--- src/idw_pkg.sv ---
// shared types, codes and constants of the image warp sampler
`default_nettype none
package idw_pkg;

   localparam int DEF_MAX_POINTS = 16;
   localparam int DEF_MAX_WIDTH  = 256;
   localparam int DEF_MAX_HEIGHT = 256;

   localparam logic [23:0] GRAY_RGB = 24'h7F7F7F;

   localparam int CSR_IW = 2;
   localparam int CSR_DW = 9;
   localparam logic [CSR_IW-1:0] CSR_IMAGE_WIDTH  = 2'd0;
   localparam logic [CSR_IW-1:0] CSR_IMAGE_HEIGHT = 2'd1;
   localparam logic [CSR_IW-1:0] CSR_POINT_COUNT  = 2'd2;

   localparam int WGT_W  = 25;
   localparam int SQ_W   = 17;
   localparam int TERM_W = 11;
   localparam int PROD_W = 37;
   localparam int Q_W    = 19;
   localparam int ICW    = 12;
   localparam int BW_W   = 17;
   localparam int ACC_W  = 25;

   typedef enum logic [1:0] {
      CMD_LOAD_POINT = 2'd0,
      CMD_LOAD_PIXEL = 2'd1,
      CMD_QUERY      = 2'd2
   } req_cmd_type;

   typedef enum logic [2:0] {
      PIX_HIT,
      PIX_BORDER,
      PIX_C0,
      PIX_C1,
      PIX_C2,
      PIX_C3
   } pix_sel_type;

   typedef enum logic [1:0] {
      RES_GRAY,
      RES_PIX,
      RES_BLEND
   } res_sel_type;

   typedef enum logic [4:0] {
      ST_IDLE,
      ST_HIT_RD,
      ST_HIT_CHK,
      ST_HIT_PIX,
      ST_W_RD,
      ST_W_SQRT,
      ST_W_SQRT_WAIT,
      ST_W_DIV_WAIT,
      ST_W_ACC,
      ST_QX_GO,
      ST_QX_WAIT,
      ST_QY_GO,
      ST_QY_WAIT,
      ST_IDENT,
      ST_CLASSIFY,
      ST_BORDER_PIX,
      ST_BL_C1,
      ST_BL_C2,
      ST_BL_C3,
      ST_BL_LAST,
      ST_BL_DONE,
      ST_OUT
   } state_type;

   typedef struct packed {
      logic        capture;
      logic        k_clr;
      logic        k_inc;
      logic        cp_rd;
      logic        sqrt_go;
      logic        wdiv_go;
      logic        mul;
      logic        acc_clr;
      logic        acc;
      logic        qdiv_go;
      logic        q_sel_y;
      logic        q_load;
      logic        q_ident;
      logic        pix_rd;
      pix_sel_type pix_sel;
      logic        bl_clr;
      logic        bl_acc;
      logic        res_load;
      res_sel_type res_sel;
      logic        emit;
   } idw_cmd_type;

   typedef struct packed {
      logic n_zero;
      logic k_last;
      logic hit;
      logic hit_off;
      logic sqrt_done;
      logic div_done;
      logic outside;
      logic border;
      logic out_free;
   } idw_sts_type;

endpackage
`default_nettype wire

--- src/idw_ctrl.sv ---
// sequencer for loads and warp queries
`default_nettype none
module idw_ctrl (
   input  wire logic                 clock,
   input  wire logic                 reset,
   input  wire logic                 req_valid,
   input  wire logic [1:0]           req_cmd,
   output logic                      req_stall,
   input  wire idw_pkg::idw_sts_type sts,
   output idw_pkg::idw_cmd_type      cmd
);
   import idw_pkg::*;

   state_type state_ff, state_in;

   always_ff @(posedge clock) begin
      if (reset) begin
         state_ff <= ST_IDLE;
      end else begin
         state_ff <= state_in;
      end
   end

   assign req_stall = (state_ff != ST_IDLE);

   always_comb begin
      cmd      = '0;
      state_in = state_ff;
      case (state_ff)
         ST_IDLE: begin
            if (req_valid) begin
               cmd.capture = 1'b1;
               if (req_cmd == CMD_QUERY) begin
                  cmd.k_clr = 1'b1;
                  state_in  = ST_HIT_RD;
               end
            end
         end
         ST_HIT_RD: begin
            if (sts.n_zero) begin
               state_in = ST_IDENT;
            end else begin
               cmd.cp_rd = 1'b1;
               state_in  = ST_HIT_CHK;
            end
         end
         ST_HIT_CHK: begin
            if (sts.hit) begin
               if (sts.hit_off) begin
                  cmd.res_load = 1'b1;
                  cmd.res_sel  = RES_GRAY;
                  state_in     = ST_OUT;
               end else begin
                  cmd.pix_rd  = 1'b1;
                  cmd.pix_sel = PIX_HIT;
                  state_in    = ST_HIT_PIX;
               end
            end else if (sts.k_last) begin
               cmd.k_clr   = 1'b1;
               cmd.acc_clr = 1'b1;
               state_in    = ST_W_RD;
            end else begin
               cmd.k_inc = 1'b1;
               state_in  = ST_HIT_RD;
            end
         end
         ST_HIT_PIX: begin
            cmd.res_load = 1'b1;
            cmd.res_sel  = RES_PIX;
            state_in     = ST_OUT;
         end
         ST_W_RD: begin
            cmd.cp_rd = 1'b1;
            state_in  = ST_W_SQRT;
         end
         ST_W_SQRT: begin
            cmd.sqrt_go = 1'b1;
            state_in    = ST_W_SQRT_WAIT;
         end
         ST_W_SQRT_WAIT: begin
            if (sts.sqrt_done) begin
               cmd.wdiv_go = 1'b1;
               state_in    = ST_W_DIV_WAIT;
            end
         end
         ST_W_DIV_WAIT: begin
            if (sts.div_done) begin
               cmd.mul  = 1'b1;
               state_in = ST_W_ACC;
            end
         end
         ST_W_ACC: begin
            cmd.acc = 1'b1;
            if (sts.k_last) begin
               state_in = ST_QX_GO;
            end else begin
               cmd.k_inc = 1'b1;
               state_in  = ST_W_RD;
            end
         end
         ST_QX_GO: begin
            cmd.qdiv_go = 1'b1;
            state_in    = ST_QX_WAIT;
         end
         ST_QX_WAIT: begin
            if (sts.div_done) begin
               cmd.q_load = 1'b1;
               state_in   = ST_QY_GO;
            end
         end
         ST_QY_GO: begin
            cmd.qdiv_go = 1'b1;
            cmd.q_sel_y = 1'b1;
            state_in    = ST_QY_WAIT;
         end
         ST_QY_WAIT: begin
            cmd.q_sel_y = 1'b1;
            if (sts.div_done) begin
               cmd.q_load = 1'b1;
               state_in   = ST_CLASSIFY;
            end
         end
         ST_IDENT: begin
            cmd.q_ident = 1'b1;
            state_in    = ST_CLASSIFY;
         end
         ST_CLASSIFY: begin
            if (sts.outside) begin
               cmd.res_load = 1'b1;
               cmd.res_sel  = RES_GRAY;
               state_in     = ST_OUT;
            end else if (sts.border) begin
               cmd.pix_rd  = 1'b1;
               cmd.pix_sel = PIX_BORDER;
               state_in    = ST_BORDER_PIX;
            end else begin
               cmd.bl_clr  = 1'b1;
               cmd.pix_rd  = 1'b1;
               cmd.pix_sel = PIX_C0;
               state_in    = ST_BL_C1;
            end
         end
         ST_BORDER_PIX: begin
            cmd.res_load = 1'b1;
            cmd.res_sel  = RES_PIX;
            state_in     = ST_OUT;
         end
         ST_BL_C1: begin
            cmd.bl_acc  = 1'b1;
            cmd.pix_rd  = 1'b1;
            cmd.pix_sel = PIX_C1;
            state_in    = ST_BL_C2;
         end
         ST_BL_C2: begin
            cmd.bl_acc  = 1'b1;
            cmd.pix_rd  = 1'b1;
            cmd.pix_sel = PIX_C2;
            state_in    = ST_BL_C3;
         end
         ST_BL_C3: begin
            cmd.bl_acc  = 1'b1;
            cmd.pix_rd  = 1'b1;
            cmd.pix_sel = PIX_C3;
            state_in    = ST_BL_LAST;
         end
         ST_BL_LAST: begin
            cmd.bl_acc = 1'b1;
            state_in   = ST_BL_DONE;
         end
         ST_BL_DONE: begin
            cmd.res_load = 1'b1;
            cmd.res_sel  = RES_BLEND;
            state_in     = ST_OUT;
         end
         ST_OUT: begin
            if (sts.out_free) begin
               cmd.emit = 1'b1;
               state_in = ST_IDLE;
            end
         end
         default: begin
            state_in = ST_IDLE;
         end
      endcase
   end

endmodule
`default_nettype wire

--- config.mk ---
export PLATFORM = sky130hd
export DESIGN_NAME = idw_ctrl
export DESIGN_NICKNAME = d
export VERILOG_FILES = /design/src/idw_pkg.sv /design/src/idw_ctrl.sv
export SDC_FILE = /design/constraint.sdc
export NUM_CORES = 1
export LEC_CHECK = 0
export ABC_AREA = 0
export ABC_CLOCK_PERIOD_IN_PS = 2200
export BUFFER_PORTS_ARGS = -buffer_cell sky130_fd_sc_hd__buf_2
export CAP_MARGIN = 40
export CORE_MARGIN = 10
export CORE_UTILIZATION = 47
export CTS_CLUSTER_SIZE = 24
export DETAILED_ROUTE_END_ITERATION = 16
export GPL_TIMING_DRIVEN = 1
export PLACE_DENSITY_LB_ADDON = 0.05
export SLEW_MARGIN = 10
export SYNTH_ARGS = -nofsm -noshare
export SYNTH_HDL_FRONTEND = slang
export SYNTH_SLANG_ARGS = --single-unit
--- constraint.sdc ---
create_clock -name clock -period 2.2 [get_ports clock]
set_clock_uncertainty 0.2 [all_clocks]
set_input_delay 0.33 -clock clock [delete_from_list [all_inputs] [get_ports clock]]
set_output_delay 0.33 -clock clock [all_outputs]
set_load 0.01 [all_outputs]
== Yosys cells after proc, flatten, opt, wreduce, memory -nomap -nowiden ==
Index checks and enable logic that the tools add are counted.

* Logic and storage cells: 90
* Input port bits: 14
* Memory bits (writable): 0
* Latch bits: 0
* Bits in registers: 5
* Memory bits (read-only): 0
* Memories kept: 0

* Magnitude comparators: 0
* Multiplexer cells: 51
* $mul: 0
* Divide/modulo/power cells: 0
* Bitwise gates (word level): 0
* Shift-type cells: 0
* $add $sub $neg: 0
* Reduce and logical (&&, ||, !) cells: 9
* Eq/ne operators: 29

{| class="wikitable"
|+ Operators with widths
! cell !! number
|-
| 5-bit one-hot mux with 20 select lines || 1
|-
| 5-bit 2-to-1 mux || 12
|-
| 5-bit by 4-bit == test with 1-bit output, second input constant || 8
|-
| 5-bit == test, second input constant || 6
|-
| 1-bit 2-to-1 mux || 22
|-
| 5-bit by 3-bit == test with 1-bit output, second input constant || 4
|-
| 4-bit one-hot mux with 5 select lines || 1
|-
| 4-bit 2-to-1 mux || 4
|-
| 2-bit inequality test, second input constant || 7
|-
| 3-bit 2-to-1 mux || 4
|-
| 3-bit one-hot mux with 4 select lines || 1
|-
| 5-bit by 2-bit == test with 1-bit output, second input constant || 2
|-
| 2-bit OR reduction || 4
|-
| 7-bit AND reduction || 1
|-
| 2-bit 2-to-1 mux || 3
|-
| 1-bit one-hot mux with 2 select lines || 3
|-
| 5-bit by 1-bit == test with 1-bit output, second input constant || 1
|-
| 5-bit logical NOT || 1
|-
| 5-bit nonzero test || 1
|-
| 4-bit OR reduction || 1
|-
| 3-bit OR reduction || 1
|-
| 2-bit == test, second input constant || 1
|}

== Depth between registers and ports, before layout ==
* Depth after elaboration: 4
* Depth in mapped cells: 7
* Mapped depth without buffers: 5

== Worst setup path before layout ==
OpenSTA, ideal clock, no wires.

* Path kind: reg-to-output
* Start point: reg state_ff[0]
* End point: out cmd[7] (netlist name)
* Data required time: 1.670 ns
* Stages on the path, launching flop included: 6
* Slack: 0.260 ns
* Data arrival time: 1.410 ns
* Path through: dfxtp_1 -> buf_2 -> nand2b_1 -> or3_1 -> nor2_1 -> a21o_1

{| class="wikitable"
|+ RTL lines
! element !! RTL line !! RTL
|-
| from (decl) || idw_ctrl.sv:14 || <nowiki>state_type state_ff, state_in;</nowiki>
|-
| from (signal assigned) || idw_ctrl.sv:20 || <nowiki>state_ff <= state_in;</nowiki>
|-
| to (decl) || idw_ctrl.sv:10 || <nowiki>output idw_pkg::idw_cmd_type cmd</nowiki>
|}

==> results by group <==
Outcome
  – Outcome: completed

Placed design
  – Port Buffer Count: 37
  – Cells after DPL: 193
  – Placement Setup Slack: 0.150 ns
  – Gp weighted congestion: 0.948
  – Placed inst area: 1090 um^2
  – Detailed placement HPWL: 2.42 mm

Global routing
  – Overflow after GRT: 0
  – Initial antenna violation count: 0
  – First-pass GRT wire length: 4.70 mm
  – Vias in the first global route: 1031
  – Largest net degree at the start of global routing: 16
  – Total GRT Usage: 0.136

Timing
  – Hold WS: 0.189 ns
  – Peak Freq: 477 MHz
  – Pins Over Slew Limit: 0
  – Min Clock Period, post-route: 2.10 ns
  – RSZ-0062 raised after global routing: false
  – Fin. Hold Viols: 0
  – Final TNS setup: 0 ns
  – Setup-violating endpoint count in the final report: 0
  – Tightest Pin Transition: 0.475 ns
  – Worst rel slew slack: 0.679
  – Tcrit/Tclk final: 0.953
  – Setup WS post-layout: 0.104 ns

Layout
  – Area Overhead vs Synth: 33.2%
  – Final design utilization: 0.665
  – Biggest register: state_ff
  – Largest register FFs: 5
  – Fin cells: 198
  – Inserted Diodes: 0
  – Top flop regs: state_ff x5
  – Finished Cell Area: 1160 um^2
  – Layout cells sized above 1: 0.353
  – Final nets: 188

Synthesis
  – Syn_nets: 148
  – Post-synthesis instance total: 134
  – Largest cells by area after synthesis: dfxtp_1 (11%), nor2_1 (6.5%), nand2_1 (6.0%), o21ai_0 (5.2%), nand2b_1 (5.0%)
  – Syn avg cell area: 6.50 um^2
  – Post-synth ARST share: 0
  – Yosys reg bits: 5
  – Synth area leader: dfxtp_1
  – Yosys top cell area share: 0.115
  – Ys flop type: dfxtp_1
  – Seq/Total Area, Yosys: 0.115
  – Distinct cells, synth: 45
  – Ys Warns: 0
  – EDFF count, synth: 0
  – Mapped cell area: 871 um^2

Worst setup path
  – CP Max Fanout: 11
  – Worst setup SP type: register
  – CP Data Required Time: 1.67 ns
  – Setup CP Type: register to primary output
  – Worst Path Arrival: 1.57 ns
  – Highest-delay cell along the critical path: dfxtp_2
  – Critical Path End Type: primary output
  – Critical Path, Cell by Cell: nor2b_1 -> and2_1 -> a31oi_1 -> o21ai_1 -> buf_2
  – Max stage delay on crit path: 0.43 ns

Clocking
  – CTS buffer count: 3
  – Clk slew on worst S/H paths: 0.04 ns
  – Clock tree buffer depth: 2
  – Skew-Pair Late Insertion Delay: 0.23 ns
  – CTS tree: yes
  – Clock sinks: 5
  – H-tree level count: 1
  – Root Buffer: clkbuf_4

Route
  – Final ANT Viol Nets: 0
  – Initial DRT Pass Iterations: 5
  – Final WL: 2.95 mm
  – DRT iter0 DRCs: 39
  – DR WL/cell: 14.9 um
  – Post-route DRC: 0
  – Vias/cell: 5.63
  – DR vias: 1114

Floorplan
  – Ports: 38
  – Rows: 15
  – Initial Util: 0.499
  – Width of the die: 63.0 um
  – Die area: 3970 um^2
  – Placeable Area: 1750 um^2
  – Die height: 63.0 um

Power and ir drop
  – Combinational power share: 0.679
  – Total power: 0.877 mW
  – Net Sw Power: 0.421 mW
  – PD cells: 757 nW/um^2
  – Net switching share of the total power: 0.480
  – Clock share of power: 0.112
  – Leakage: 0.564 nW
  – IR drop worst, VDD: 806 uV
  – Seq pwr share: 0.208
  – Cell Int Power: 0.457 mW

Worst hold path
  – Hold WC Path Type: primary input to register

Job
  – Max-capacitance violation count: 0
-- kinds of logic (layout without fill, tap and decap cells) --
kind of cell	Yosys count	count (layout)	synth area share
xor gates and xnor gates	2	2	0.0201
DFF	5	5	0.115
muxes	2	2	0.0244
and+or+nand+nor	74	74	0.464
buffers and inverters	17	56	0.0905
AOI/OAI and AO/OA	34	34	0.286
-- layout by cell type (no fill, tap or decap), drive strengths merged, types with 2 or more instances in the layout --
master,n
buf,46
a211oi,2
a21oi,3
dfxtp,5
and2,2
inv,6
nor3,8
nor4b,2
o21ai,9
nand3b,4
nand3,5
o21a,3
and3,2
or3,4
nand4bb,2
a21o,2
clkbuf,4
nand2,14
a22o,3
nand2b,7
nor2,15
nor2b,5
-- synthesized netlist by cell type (2+ instances only) --
cell        n
nor2_1     15
nand2_1    14
o21ai_0     9
nor3_1      8
nand2b_1    7
buf_2       6
inv_1       6
dfxtp_1     5
nand3_1     5
nor2b_1     5
nand3b_1    4
or3_1       4
a21oi_1     3
a22o_1      3
o21a_1      3
a21o_1      2
and2_1      2
and3_1      2
buf_1       2
clkbuf_1    2
nand4bb_1   2
nor4b_1     2
-- what timing repair did --
item	in CTS	in global routing
setup buffers	0	1
cloned	0	0
hold buffers	0	0
resized for setup	5	8
setup endpoints to repair	5	4
endpoints found under the hold margin	0	0
-- power by group through the flow --
stage | clock network (mW) | registers [mW] | logic, mW
global route | 0.111 | 0.189 | 0.660
floorplan | 0 | 0.126 | 0.437
detailed placement | 0 | 0.166 | 0.574
CTS | 0.104 | 0.170 | 0.579
global placement | 0 | 0.163 | 0.563
finish | 0.0986 | 0.183 | 0.596
-- path summary, 6_finish.rpt --
check	start	to	slack [ns]	cells past startpoint
min	reset	state_ff[4]	0.19	3
max reg2reg	state_ff[4]	state_ff[2]	0.27	5
max	state_ff[1]	cmd[3]	0.10	5
min reg2reg	state_ff[0]	state_ff[0]	0.41	1
-- layout make-up --
class,count,area (um^2)
multi-input combinational,112,716
fill,174,586
timing repair buffer,46,253
tap,25,31.3
clock buffer,4,26.3
sequential,5,111
inverter,6,22.5
-- worst max-delay path, delay by kind of cell, from the launching register on --
| kind | cells | cell delay [ns] |
|---|---|---|
| simple gates | 2 | 0.49 |
| flops | 1 | 0.43 |
| compound gates | 2 | 0.25 |
| buf+inv | 1 | 0.17 |
-- per-layer routing --
metal	GRT usage	wire, um	part of all wire	vias up
met2	0.228	1440	0.49	37
met1	0.169	1330	0.45	512
li1	-	-	-	563
met3	0.0305	168	0.057	2
met4	0.0279	6	0.0020	0
met5	0	0	0	-
Note: power is estimated with default switching activity, not from simulation.
